**src/rtl/vbc_pkg.sv**
```systemverilog
package vbc_pkg;

    // Field and datapath widths
    localparam int SAMPLE_W    = 16;
    localparam int DATA_W      = 20;             // filter state, |value| stays below 2^17
    localparam int OPD_W       = DATA_W + 2;     // filter multiplier operand
    localparam int COEF_W      = 16;
    localparam int PROD_W      = OPD_W + COEF_W;
    localparam int VM_W        = DATA_W + 1;     // magnitude of doubled filter output
    localparam int QW          = VM_W;           // quotient bits of the compression divide
    localparam int DIV_CNT_W   = $clog2(QW);
    localparam int WPROD_W     = VM_W + DATA_W;
    localparam int GAIN_W      = 9;
    localparam int GP_W        = VM_W + GAIN_W;
    localparam int RECIP_W     = 27;
    localparam int RECIP_SHIFT = 33;
    localparam int QM_W        = GP_W + RECIP_W - RECIP_SHIFT;
    localparam int CFG_INDEX_W = 8;
    localparam int CFG_DATA_W  = 9;

    // Arithmetic constants
    localparam logic signed [COEF_W-1:0] HP_COEF        = 16'sd28320;
    localparam logic signed [COEF_W-1:0] LP_COEF        = 16'sd15899;
    localparam logic [PROD_W-1:0]        Q15_HALF       = PROD_W'(16384);
    localparam int                       Q15_SHIFT      = 15;
    localparam logic [DATA_W-1:0]        COMP_THRESHOLD = DATA_W'(6000);
    localparam int                       COMP_SHIFT     = 3;
    localparam int                       DECAY_SHIFT    = 11;
    // ceil(2^33 / 100): exact truncating divide by 100 for products below 2^30
    localparam logic [RECIP_W-1:0]       RECIP_100      = 27'd85899346;
    localparam logic [QM_W-1:0]          SAT_POS_MAG    = QM_W'(32767);
    localparam logic [QM_W-1:0]          SAT_NEG_MAG    = QM_W'(32768);
    localparam logic [GAIN_W-1:0]        GAIN_MIN       = 9'd10;
    localparam logic [GAIN_W-1:0]        GAIN_MAX       = 9'd400;
    localparam logic [GAIN_W-1:0]        GAIN_RESET     = 9'd100;

    // Register map
    localparam logic [CFG_INDEX_W-1:0] REG_FILTER_ENABLE = 8'd0;
    localparam logic [CFG_INDEX_W-1:0] REG_GAIN_PERCENT  = 8'd1;

    typedef enum logic [4:0] {
        OP_NONE,
        OP_LOAD,
        OP_HP1_MUL,
        OP_HP1_UPD,
        OP_HP2_MUL,
        OP_HP2_UPD,
        OP_LP1_MUL,
        OP_LP1_UPD,
        OP_LP2_MUL,
        OP_LP2_UPD,
        OP_PEAK,
        OP_COMP_MUL,
        OP_DIV_STEP,
        OP_DIV_TAKE,
        OP_GAIN_MUL,
        OP_RECIP_MUL,
        OP_FINISH
    } dp_op_t;

    typedef enum logic [3:0] {
        ST_IDLE,
        ST_HP1_MUL,
        ST_HP1_UPD,
        ST_HP2_MUL,
        ST_HP2_UPD,
        ST_LP1_MUL,
        ST_LP1_UPD,
        ST_LP2_MUL,
        ST_LP2_UPD,
        ST_PEAK,
        ST_COMP_MUL,
        ST_DIV,
        ST_DIV_TAKE,
        ST_GAIN_MUL,
        ST_RECIP_MUL,
        ST_FINISH
    } ctrl_state_t;

    typedef struct packed {
        dp_op_t op;
    } dp_cmd_t;

    typedef struct packed {
        logic filter_on;
        logic over_threshold;
    } dp_status_t;

    // Q15 scale with rounding half away from zero
    function automatic logic signed [DATA_W-1:0] q15_round(input logic signed [PROD_W-1:0] p);
        logic              neg;
        logic [PROD_W-1:0] mag;
        logic [PROD_W-1:0] r;
        logic signed [DATA_W-1:0] rs;
        neg = p[PROD_W-1];
        mag = neg ? PROD_W'(-p) : PROD_W'(p);
        r   = (mag + Q15_HALF) >> Q15_SHIFT;
        rs  = signed'(r[DATA_W-1:0]);
        q15_round = neg ? -rs : rs;
    endfunction

endpackage

```
**src/rtl/vbc_in_if.sv**
```systemverilog
interface vbc_in_if;
    logic                                valid;
    logic                                ready;
    logic signed [vbc_pkg::SAMPLE_W-1:0] sample_in;

    modport source (output valid, output sample_in, input ready);
    modport sink   (input valid, input sample_in, output ready);
endinterface

```
**src/rtl/vbc_out_if.sv**
```systemverilog
interface vbc_out_if;
    logic                                valid;
    logic                                ready;
    logic signed [vbc_pkg::SAMPLE_W-1:0] sample_out;

    modport source (output valid, output sample_out, input ready);
    modport sink   (input valid, input sample_out, output ready);
endinterface

```
**src/rtl/vbc_cfg_if.sv**
```systemverilog
interface vbc_cfg_if;
    logic                                 valid;
    logic                                 ready;
    logic [vbc_pkg::CFG_INDEX_W-1:0]      index;
    logic [vbc_pkg::CFG_DATA_W-1:0]       data;

    modport source (output valid, output index, output data, input ready);
    modport sink   (input valid, input index, input data, output ready);
endinterface

```
**src/rtl/vbc_datapath.sv**
```systemverilog
module vbc_datapath (
    input  logic                                clk,
    input  logic                                rst_n,
    input  vbc_pkg::dp_cmd_t                    cmd,
    output vbc_pkg::dp_status_t                 status,
    input  logic signed [vbc_pkg::SAMPLE_W-1:0] in_sample,
    input  logic                                cfg_we,
    input  logic [vbc_pkg::CFG_INDEX_W-1:0]     cfg_index,
    input  logic [vbc_pkg::CFG_DATA_W-1:0]      cfg_data,
    output logic signed [vbc_pkg::SAMPLE_W-1:0] out_sample
);
    import vbc_pkg::*;

    // config registers
    logic              fe_reg, fe_next;
    logic [GAIN_W-1:0] gain_reg, gain_next;

    // filter state
    logic                       en_seen_reg, en_seen_next;
    logic signed [SAMPLE_W-1:0] prev_in_reg, prev_in_next;
    logic signed [DATA_W-1:0]   prev_s1_reg, prev_s1_next;
    logic signed [DATA_W-1:0]   hp1_reg, hp1_next;
    logic signed [DATA_W-1:0]   hp2_reg, hp2_next;
    logic signed [DATA_W-1:0]   lp1_reg, lp1_next;
    logic signed [DATA_W-1:0]   lp2_reg, lp2_next;
    logic [DATA_W-1:0]          peak_reg, peak_next;

    // working registers
    logic signed [SAMPLE_W-1:0] x_reg, x_next;
    logic signed [PROD_W-1:0]   prod_reg, prod_next;
    logic                       vneg_reg, vneg_next;
    logic [VM_W-1:0]            vmag_reg, vmag_next;
    logic [DATA_W-1:0]          rem_reg, rem_next;
    logic [QW-1:0]              lo_reg, lo_next;
    logic [GP_W-1:0]            gp_reg, gp_next;
    logic [QM_W-1:0]            qmag_reg, qmag_next;
    logic signed [SAMPLE_W-1:0] sout_reg, sout_next;

    logic signed [OPD_W-1:0]           opd;
    logic signed [COEF_W-1:0]          coef;
    logic signed [PROD_W-1:0]          prod_mul;
    logic signed [DATA_W-1:0]          rounded;
    logic [SAMPLE_W-1:0]               x_mag_in;
    logic [DATA_W-1:0]                 lp2_mag;
    logic [DATA_W-1:0]                 decay;
    logic [DATA_W-1:0]                 wanted;
    logic [WPROD_W-1:0]                wprod;
    logic [DATA_W:0]                   div_trial;
    logic [DATA_W:0]                   div_diff;
    logic                              div_ge;
    logic [GP_W-1:0]                   gp_mul;
    logic [GP_W+RECIP_W-1:0]           recip_mul;
    logic [GAIN_W-1:0]                 gain_clamped;

    // shared filter multiplier operands
    always_comb
    begin
        opd  = '0;
        coef = HP_COEF;
        case (cmd.op)
            OP_HP1_MUL:
            begin
                opd  = OPD_W'(hp1_reg) + OPD_W'(x_reg) - OPD_W'(prev_in_reg);
                coef = HP_COEF;
            end
            OP_HP2_MUL:
            begin
                opd  = OPD_W'(hp2_reg) + OPD_W'(hp1_reg) - OPD_W'(prev_s1_reg);
                coef = HP_COEF;
            end
            OP_LP1_MUL:
            begin
                opd  = OPD_W'(hp2_reg) - OPD_W'(lp1_reg);
                coef = LP_COEF;
            end
            OP_LP2_MUL:
            begin
                opd  = OPD_W'(lp1_reg) - OPD_W'(lp2_reg);
                coef = LP_COEF;
            end
            default:
            begin
                opd  = '0;
                coef = HP_COEF;
            end
        endcase
    end

    assign prod_mul = PROD_W'(opd) * PROD_W'(coef);
    assign rounded  = q15_round(prod_reg);

    assign x_mag_in = in_sample[SAMPLE_W-1] ? SAMPLE_W'(-in_sample) : SAMPLE_W'(in_sample);
    assign lp2_mag  = lp2_reg[DATA_W-1] ? DATA_W'(-lp2_reg) : DATA_W'(lp2_reg);
    assign decay    = (peak_reg - lp2_mag) >> DECAY_SHIFT;

    // 8:1 above threshold: value * wanted / peak
    assign wanted    = COMP_THRESHOLD + ((peak_reg - COMP_THRESHOLD) >> COMP_SHIFT);
    assign wprod     = WPROD_W'(vmag_reg) * WPROD_W'(wanted);
    assign div_trial = {rem_reg, lo_reg[QW-1]};
    assign div_diff  = div_trial - {1'b0, peak_reg};
    assign div_ge    = div_trial >= {1'b0, peak_reg};

    assign gp_mul    = GP_W'(vmag_reg) * GP_W'(gain_reg);
    assign recip_mul = (GP_W+RECIP_W)'(gp_reg) * (GP_W+RECIP_W)'(RECIP_100);

    assign gain_clamped = (cfg_data < GAIN_MIN) ? GAIN_MIN :
                          (cfg_data > GAIN_MAX) ? GAIN_MAX : cfg_data;

    always_comb
    begin
        fe_next      = fe_reg;
        gain_next    = gain_reg;
        en_seen_next = en_seen_reg;
        prev_in_next = prev_in_reg;
        prev_s1_next = prev_s1_reg;
        hp1_next     = hp1_reg;
        hp2_next     = hp2_reg;
        lp1_next     = lp1_reg;
        lp2_next     = lp2_reg;
        peak_next    = peak_reg;
        x_next       = x_reg;
        prod_next    = prod_reg;
        vneg_next    = vneg_reg;
        vmag_next    = vmag_reg;
        rem_next     = rem_reg;
        lo_next      = lo_reg;
        gp_next      = gp_reg;
        qmag_next    = qmag_reg;
        sout_next    = sout_reg;

        if (cfg_we)
        begin
            case (cfg_index)
                REG_FILTER_ENABLE: fe_next   = cfg_data[0];
                REG_GAIN_PERCENT:  gain_next = gain_clamped;
                default: ;
            endcase
        end

        case (cmd.op)
            OP_LOAD:
            begin
                x_next    = in_sample;
                vneg_next = in_sample[SAMPLE_W-1];
                vmag_next = VM_W'(x_mag_in);
                // mode change flushes the filters and the peak follower
                if (fe_reg != en_seen_reg)
                begin
                    prev_in_next = '0;
                    prev_s1_next = '0;
                    hp1_next     = '0;
                    hp2_next     = '0;
                    lp1_next     = '0;
                    lp2_next     = '0;
                    peak_next    = '0;
                    en_seen_next = fe_reg;
                end
            end
            OP_HP1_MUL, OP_HP2_MUL, OP_LP1_MUL, OP_LP2_MUL:
                prod_next = prod_mul;
            OP_HP1_UPD:
            begin
                hp1_next     = rounded;
                prev_in_next = x_reg;
            end
            OP_HP2_UPD:
            begin
                hp2_next     = rounded;
                prev_s1_next = hp1_reg;
            end
            OP_LP1_UPD:
                lp1_next = lp1_reg + rounded;
            OP_LP2_UPD:
                lp2_next = lp2_reg + rounded;
            OP_PEAK:
            begin
                peak_next = (lp2_mag > peak_reg) ? lp2_mag : peak_reg - decay;
                vneg_next = lp2_reg[DATA_W-1];
                vmag_next = {lp2_mag, 1'b0};
            end
            OP_COMP_MUL:
            begin
                rem_next = wprod[WPROD_W-1:QW];
                lo_next  = wprod[QW-1:0];
            end
            OP_DIV_STEP:
            begin
                rem_next = div_ge ? div_diff[DATA_W-1:0] : div_trial[DATA_W-1:0];
                lo_next  = {lo_reg[QW-2:0], div_ge};
            end
            OP_DIV_TAKE:
                vmag_next = lo_reg;
            OP_GAIN_MUL:
                gp_next = gp_mul;
            OP_RECIP_MUL:
                qmag_next = recip_mul[GP_W+RECIP_W-1:RECIP_SHIFT];
            OP_FINISH:
            begin
                if (vneg_reg)
                    sout_next = (qmag_reg > SAT_NEG_MAG) ? signed'(SAT_NEG_MAG[SAMPLE_W-1:0])
                                                         : -signed'(qmag_reg[SAMPLE_W-1:0]);
                else
                    sout_next = (qmag_reg > SAT_POS_MAG) ? signed'(SAT_POS_MAG[SAMPLE_W-1:0])
                                                         : signed'(qmag_reg[SAMPLE_W-1:0]);
            end
            default: ;
        endcase
    end

    always_ff @(posedge clk or negedge rst_n)
    begin
        if (!rst_n)
        begin
            fe_reg      <= 1'b0;
            gain_reg    <= GAIN_RESET;
            en_seen_reg <= 1'b0;
            prev_in_reg <= '0;
            prev_s1_reg <= '0;
            hp1_reg     <= '0;
            hp2_reg     <= '0;
            lp1_reg     <= '0;
            lp2_reg     <= '0;
            peak_reg    <= '0;
        end
        else
        begin
            fe_reg      <= fe_next;
            gain_reg    <= gain_next;
            en_seen_reg <= en_seen_next;
            prev_in_reg <= prev_in_next;
            prev_s1_reg <= prev_s1_next;
            hp1_reg     <= hp1_next;
            hp2_reg     <= hp2_next;
            lp1_reg     <= lp1_next;
            lp2_reg     <= lp2_next;
            peak_reg    <= peak_next;
        end
    end

    always_ff @(posedge clk)
    begin
        x_reg    <= x_next;
        prod_reg <= prod_next;
        vneg_reg <= vneg_next;
        vmag_reg <= vmag_next;
        rem_reg  <= rem_next;
        lo_reg   <= lo_next;
        gp_reg   <= gp_next;
        qmag_reg <= qmag_next;
        sout_reg <= sout_next;
    end

    assign status.filter_on      = fe_reg;
    assign status.over_threshold = peak_reg > COMP_THRESHOLD;
    assign out_sample            = sout_reg;

endmodule

```
**src/rtl/vbc_ctrl.sv**
```systemverilog
module vbc_ctrl (
    input  logic                clk,
    input  logic                rst_n,
    input  logic                in_valid,
    output logic                in_ready,
    output logic                out_valid,
    input  logic                out_ready,
    input  vbc_pkg::dp_status_t status,
    output vbc_pkg::dp_cmd_t    cmd
);
    import vbc_pkg::*;

    ctrl_state_t          state_reg, state_next;
    logic [DIV_CNT_W-1:0] div_cnt_reg, div_cnt_next;
    logic                 out_valid_reg, out_valid_next;
    logic                 finish_fire;

    always_ff @(posedge clk or negedge rst_n)
    begin
        if (!rst_n)
        begin
            state_reg     <= ST_IDLE;
            div_cnt_reg   <= '0;
            out_valid_reg <= 1'b0;
        end
        else
        begin
            state_reg     <= state_next;
            div_cnt_reg   <= div_cnt_next;
            out_valid_reg <= out_valid_next;
        end
    end

    always_comb
    begin
        state_next   = state_reg;
        div_cnt_next = div_cnt_reg;
        cmd.op       = OP_NONE;
        in_ready     = 1'b0;
        finish_fire  = 1'b0;

        case (state_reg)
            ST_IDLE:
            begin
                in_ready = 1'b1;
                if (in_valid)
                begin
                    cmd.op     = OP_LOAD;
                    state_next = status.filter_on ? ST_HP1_MUL : ST_GAIN_MUL;
                end
            end
            ST_HP1_MUL:
            begin
                cmd.op     = OP_HP1_MUL;
                state_next = ST_HP1_UPD;
            end
            ST_HP1_UPD:
            begin
                cmd.op     = OP_HP1_UPD;
                state_next = ST_HP2_MUL;
            end
            ST_HP2_MUL:
            begin
                cmd.op     = OP_HP2_MUL;
                state_next = ST_HP2_UPD;
            end
            ST_HP2_UPD:
            begin
                cmd.op     = OP_HP2_UPD;
                state_next = ST_LP1_MUL;
            end
            ST_LP1_MUL:
            begin
                cmd.op     = OP_LP1_MUL;
                state_next = ST_LP1_UPD;
            end
            ST_LP1_UPD:
            begin
                cmd.op     = OP_LP1_UPD;
                state_next = ST_LP2_MUL;
            end
            ST_LP2_MUL:
            begin
                cmd.op     = OP_LP2_MUL;
                state_next = ST_LP2_UPD;
            end
            ST_LP2_UPD:
            begin
                cmd.op     = OP_LP2_UPD;
                state_next = ST_PEAK;
            end
            ST_PEAK:
            begin
                cmd.op     = OP_PEAK;
                state_next = ST_COMP_MUL;
            end
            ST_COMP_MUL:
            begin
                // peak is updated by now
                if (status.over_threshold)
                begin
                    cmd.op       = OP_COMP_MUL;
                    div_cnt_next = '0;
                    state_next   = ST_DIV;
                end
                else
                begin
                    state_next = ST_GAIN_MUL;
                end
            end
            ST_DIV:
            begin
                cmd.op = OP_DIV_STEP;
                if (div_cnt_reg == DIV_CNT_W'(QW - 1))
                    state_next = ST_DIV_TAKE;
                else
                    div_cnt_next = div_cnt_reg + 1'b1;
            end
            ST_DIV_TAKE:
            begin
                cmd.op     = OP_DIV_TAKE;
                state_next = ST_GAIN_MUL;
            end
            ST_GAIN_MUL:
            begin
                cmd.op     = OP_GAIN_MUL;
                state_next = ST_RECIP_MUL;
            end
            ST_RECIP_MUL:
            begin
                cmd.op     = OP_RECIP_MUL;
                state_next = ST_FINISH;
            end
            ST_FINISH:
            begin
                // hold until the output register is free
                if (!out_valid_reg || out_ready)
                begin
                    cmd.op      = OP_FINISH;
                    finish_fire = 1'b1;
                    state_next  = ST_IDLE;
                end
            end
            default:
            begin
                state_next = ST_IDLE;
            end
        endcase
    end

    assign out_valid_next = finish_fire | (out_valid_reg & ~out_ready);
    assign out_valid      = out_valid_reg;

`ifndef SYNTH
    a_load_branch: assert property (@(posedge clk) disable iff (!rst_n)
        (in_valid && in_ready) |=> (state_reg == ST_HP1_MUL || state_reg == ST_GAIN_MUL))
        else $error("load did not branch to filter or gain");

    a_div_count: assert property (@(posedge clk) disable iff (!rst_n)
        (state_reg == ST_DIV) |-> (div_cnt_reg <= DIV_CNT_W'(QW - 1)))
        else $error("divider count out of range");

    a_no_overwrite: assert property (@(posedge clk) disable iff (!rst_n)
        (state_reg == ST_FINISH && out_valid_reg && !out_ready) |=> (state_reg == ST_FINISH))
        else $error("pending result overwritten");

    a_valid_source: assert property (@(posedge clk) disable iff (!rst_n)
        $rose(out_valid_reg) |-> ($past(state_reg) == ST_FINISH))
        else $error("result raised outside finish");
`endif

endmodule

```
**src/rtl/voice_bandpass_compressor.sv**
```systemverilog
// Channel   | Dir | Payload                   | Transfer when
// ----------+-----+---------------------------+---------------------------
// capture   | in  | sample_in  s16            | capture.valid && capture.ready
// playback  | out | sample_out s16            | playback.valid && playback.ready
// cfg       | in  | index u8, data u9         | cfg.valid && cfg.ready (always ready)
//
// One sample in flight. From the input transfer to the result in the output register, the
// sample passes load, gain multiply, reciprocal multiply and finish with the filter off. Filtered,
// the four filter multiply/update pairs, the peak update and the threshold check come first; when
// compressing, the compression multiply, the 21-step restoring divide and the quotient take follow.
// A new sample is taken once the previous one has reached the output register, even if
// that result is still waiting; a stalled output holds the next result in its last state.
// Async active-low reset: filter off, gain 100, all filter state and peak zero.
// Config writes are taken in any cycle and are meant for an idle block.
module voice_bandpass_compressor (
    input  logic      clk,
    input  logic      rst_n,
    vbc_in_if.sink    capture,
    vbc_out_if.source playback,
    vbc_cfg_if.sink   cfg
);
    import vbc_pkg::*;

    dp_cmd_t    cmd;
    dp_status_t status;

    // config port never stalls
    assign cfg.ready = 1'b1;

    // sequencer: walks one sample through the shared multiplier and divider
    vbc_ctrl u_ctrl (
        .clk       (clk),
        .rst_n     (rst_n),
        .in_valid  (capture.valid),
        .in_ready  (capture.ready),
        .out_valid (playback.valid),
        .out_ready (playback.ready),
        .status    (status),
        .cmd       (cmd)
    );

    // filter state, peak follower, compression divide, gain and saturation
    vbc_datapath u_datapath (
        .clk        (clk),
        .rst_n      (rst_n),
        .cmd        (cmd),
        .status     (status),
        .in_sample  (capture.sample_in),
        .cfg_we     (cfg.valid),
        .cfg_index  (cfg.index),
        .cfg_data   (cfg.data),
        .out_sample (playback.sample_out)
    );

endmodule
```
**src/flat_wrapper.sv**
```systemverilog
// flat-port wrapper written by rule: the top's interface ports become plain ports
module voice_bandpass_compressor_flat import vbc_pkg::*;
  (clk, rst_n, capture_valid, capture_sample_in, capture_ready, playback_valid, playback_sample_out, playback_ready, cfg_valid, cfg_index, cfg_data, cfg_ready);
  vbc_in_if capture_i ();
  vbc_out_if playback_i ();
  vbc_cfg_if cfg_i ();
  input  logic clk;
  input  logic rst_n;
  input wire logic [$bits(capture_i.valid)-1:0] capture_valid;
  input wire logic [$bits(capture_i.sample_in)-1:0] capture_sample_in;
  output wire logic [$bits(capture_i.ready)-1:0] capture_ready;
  output wire logic [$bits(playback_i.valid)-1:0] playback_valid;
  output wire logic [$bits(playback_i.sample_out)-1:0] playback_sample_out;
  input wire logic [$bits(playback_i.ready)-1:0] playback_ready;
  input wire logic [$bits(cfg_i.valid)-1:0] cfg_valid;
  input wire logic [$bits(cfg_i.index)-1:0] cfg_index;
  input wire logic [$bits(cfg_i.data)-1:0] cfg_data;
  output wire logic [$bits(cfg_i.ready)-1:0] cfg_ready;
  assign capture_i.valid = capture_valid;
  assign capture_i.sample_in = capture_sample_in;
  assign capture_ready = capture_i.ready;
  assign playback_valid = playback_i.valid;
  assign playback_sample_out = playback_i.sample_out;
  assign playback_i.ready = playback_ready;
  assign cfg_i.valid = cfg_valid;
  assign cfg_i.index = cfg_index;
  assign cfg_i.data = cfg_data;
  assign cfg_ready = cfg_i.ready;
  voice_bandpass_compressor u_core (.clk(clk), .rst_n(rst_n), .capture(capture_i), .playback(playback_i), .cfg(cfg_i));
endmodule
```
**config.mk**
```make
export PLATFORM = sky130hd
export DESIGN_NAME = voice_bandpass_compressor_flat
export DESIGN_NICKNAME = d
export VERILOG_FILES = /design/src/rtl/vbc_pkg.sv /design/src/rtl/vbc_in_if.sv /design/src/rtl/vbc_out_if.sv /design/src/rtl/vbc_cfg_if.sv /design/src/rtl/vbc_datapath.sv /design/src/rtl/vbc_ctrl.sv /design/src/rtl/voice_bandpass_compressor.sv /design/src/flat_wrapper.sv
export SDC_FILE = /design/constraint.sdc
export NUM_CORES = 2
export LEC_CHECK = 0
export ABC_CLOCK_PERIOD_IN_PS = 14200
export BUFFER_PORTS_ARGS = -buffer_cell sky130_fd_sc_hd__buf_2
export CORE_MARGIN = 8
export CORE_UTILIZATION = 62
export CTS_BUF_LIST = sky130_fd_sc_hd__clkbuf_8
export CTS_CLUSTER_DIAMETER = 40
export DETAILED_ROUTE_END_ITERATION = 10
export PLACE_DENSITY = 0.86
export SLEW_MARGIN = 0
export SYNTH_ARGS = -nofsm -noshare
export SYNTH_HDL_FRONTEND = slang
export SYNTH_SLANG_ARGS = --single-unit
```
**constraint.sdc**
```tcl
create_clock -name clk -period 14.2 [get_ports clk]
set_input_delay 1.42 -clock clk [delete_from_list [all_inputs] [get_ports clk]]
set_output_delay 1.42 -clock clk [all_outputs]
set_load 0.01 [all_outputs]
```
==> metrics.cfg <==
[grt]
overflow=0
antenna_found_initial=5
track_usage_pct=29.4
grt_max_degree=110
grt_pass1_vias=51318
grt_first_pass_wirelength_um=266000

[floorplan]
rows=117
start_util_pct=62.4
die_h_um=335
core_um2=101000
die_w_um=335
fp.dieArea_um2=113000
ioPinCount=57

[finish]
mostFrequentLayoutCell=inv_1
regArea_um2=9490
fin_nets=8625
area_growth_pct=5.53
largest_reg_flops=36
fill_cells=7711
multiInputGateArea_um2=47700
mostFrequentLayoutCells=inv_1 (1469), fa_1 (995), ha_1 (803)
drive_above_1_share_pct=4.83

[worst_setup_path]
path_max_fanout=6
cp-end-kind=flop
worst_setup_path_start_kind=flop
crit_required_ps=14660
max_stage_delay_ps=610
path_class=reg2reg
crit_slowest_cell=o41ai_1
cp.arrival_ps=10930

[synthesis]
synthFlopType=edfxtp_1
synth_edf_count=185
ys_seq_area_share_pct=15.0
synth-seq-cells=342
synth_cells=6793
synthArstFlopShare_pct=45.9
postSynthAreaPerCell_um2=9.32
synth.yosys.warnings=0
synth_area_um2=63300
ys_types=98

[route]
firstDrtPassIters=6
routed_wl_um=165000
via_count=49194
route.detailed.drc=0
avgViaCountPerCell=5.98
drtAntennaViolNets=0
wl_per_cell_um=20.1
dr.first_iter.drc_count=4489

[timing]
min_period_ps=10470
max_slew.worst_pin.slew_ps=1290
maxSlewHeadroom_pct=14.0
slew_viol_final=0
finalHoldViolations=0
fin_crit_sh_pct=73.8
setup_viol=0
hold-worst-slack_ps=542
max_freq_ghz=0.0955
fin_setup_tns_ps=0
rsz0062_at_grt=false
fin_skew_ps=77.9

[clock_network]
cts.clk_slew.worst_paths_ps=60
cts_root_buf=clkbuf_8
cts_tree=done
cts-buffers-inserted=75
post_cts_buffers=0
clock_latency_ps=740
cts-resized-gates=0
cts_buffer_depth=3
numClockSinks=342
htree_num_levels=3
cts_hold_buf=0

[placement]
dp_hpwl_um=132000
portBuffers=55
place_congestion=0.969

[run_status]
outcome=finished clean

[hold_path]
hp-class=reg2reg

[job]
drv_cap=0

-- layer usage --
layer  GRT usage (%)  up-vias  wire (µm)
li1                -    21832          -
met1            38.1    24475      64100
met2            48.4     2370      78700
met3            6.58      517      16200
met4            11.0        0       6550
met5               0        -          0
-- through the flow --
stage | cells | setup WS (ps) | instance area [µm²] | util (%)
2_1_floorplan | 6814 | 5270 | 63400 | -
3_3_place_gp | 8080 | 4240 | 65100 | 64.1
3_5_place_dp | 8080 | 3910 | 65100 | 64.1
4_1_cts | 8217 | 3860 | 66800 | 65.8
5_1_grt | 8218 | 3170 | 66800 | 65.8
6_report | 8222 | 3730 | 66800 | 65.8
-- worst paths after layout --
path / startpoint / endpoint / slack, ps / depth (start not counted)
worst max-delay path: u_core.u_datapath.lp2_reg[1]$_DFFE_PN0P_ / u_core.u_datapath.prod_reg[33]$_DFFE_PN_ / 3730 / 36
worst min-delay path: u_core.u_datapath.hp1_reg[11]$_DFFE_PN0P_ / u_core.u_datapath.hp1_reg[11]$_DFFE_PN0P_ / 540 / 2
worst max register to register: u_core.u_datapath.lp2_reg[1]$_DFFE_PN0P_ / u_core.u_datapath.prod_reg[33]$_DFFE_PN_ / 3730 / 36
worst min register to register: u_core.u_datapath.hp1_reg[11]$_DFFE_PN0P_ / u_core.u_datapath.hp1_reg[11]$_DFFE_PN0P_ / 540 / 2
max in group asynchronous: rst_n / u_core.u_datapath.prev_in_reg[1]$_DFFE_PN0P_ / 11980 / 2
min in group asynchronous: rst_n / u_core.u_datapath.peak_reg[15]$_DFFE_PN0P_ / 900 / 1
-- layout make-up --
class                           count  share of cell area (%)
Tap cell                         1368                    2.56
Clock buffer                       79                    1.63
Antenna cell                        5                  0.0187
Clock inverter                     58                   0.907
Timing Repair Buffer              117                    1.12
Sequential cell                   342                    14.2
Multi-Input combinational cell   4798                    71.4
Inverter                         1455                    8.18
-- cells by family (layout without fill, tap and decap cells) --
group | Yosys count | after routing | share of synthesized area (%)
and+or+nand+nor | 1591 | 1591 | 11.9
muxes | 17 | 17 | 0.285
adders and majority gates | 1798 | 1798 | 47.4
other | 2 | 28 | 0.0119
DFF | 342 | 342 | 15.0
buffers and inverters | 1674 | 1709 | 9.96
xor gates and xnor gates | 336 | 336 | 4.70
AOI/OAI and AO/OA | 1033 | 1033 | 10.8
-- cell usage after synthesis, types with 104 or more instances --
library cell | instances | share of area (%)
edfxtp_1 | 185 | 8.8
xor2_1 | 121 | 1.7
inv_1 | 1454 | 8.6
and2_1 | 161 | 1.6
o21ai_0 | 210 | 1.7
nand2_1 | 751 | 4.5
ha_1 | 803 | 16
a21o_1 | 104 | 1.2
xnor2_1 | 212 | 2.9
clkbuf_1 | 207 | 1.2
a21oi_1 | 217 | 1.7
nor2_1 | 202 | 1.2
o22ai_1 | 116 | 1.1
dfrtp_1 | 154 | 6.1
fa_1 | 995 | 31
-- worst max-delay path: cells and delay by family, from the launching register on --
family                     cells  cell delay, ps
AOI/OAI and AO/OA             21            5230
xor gates and xnor gates       2             190
adders and majority gates      8            3620
buffers and inverters          4             590
DFF                            1             440
and+or+nand+nor                1             120
Power is left out: the tool's default activity adds up to more than one toggle a clock period on the data nets, which glitch-free logic cannot reach.
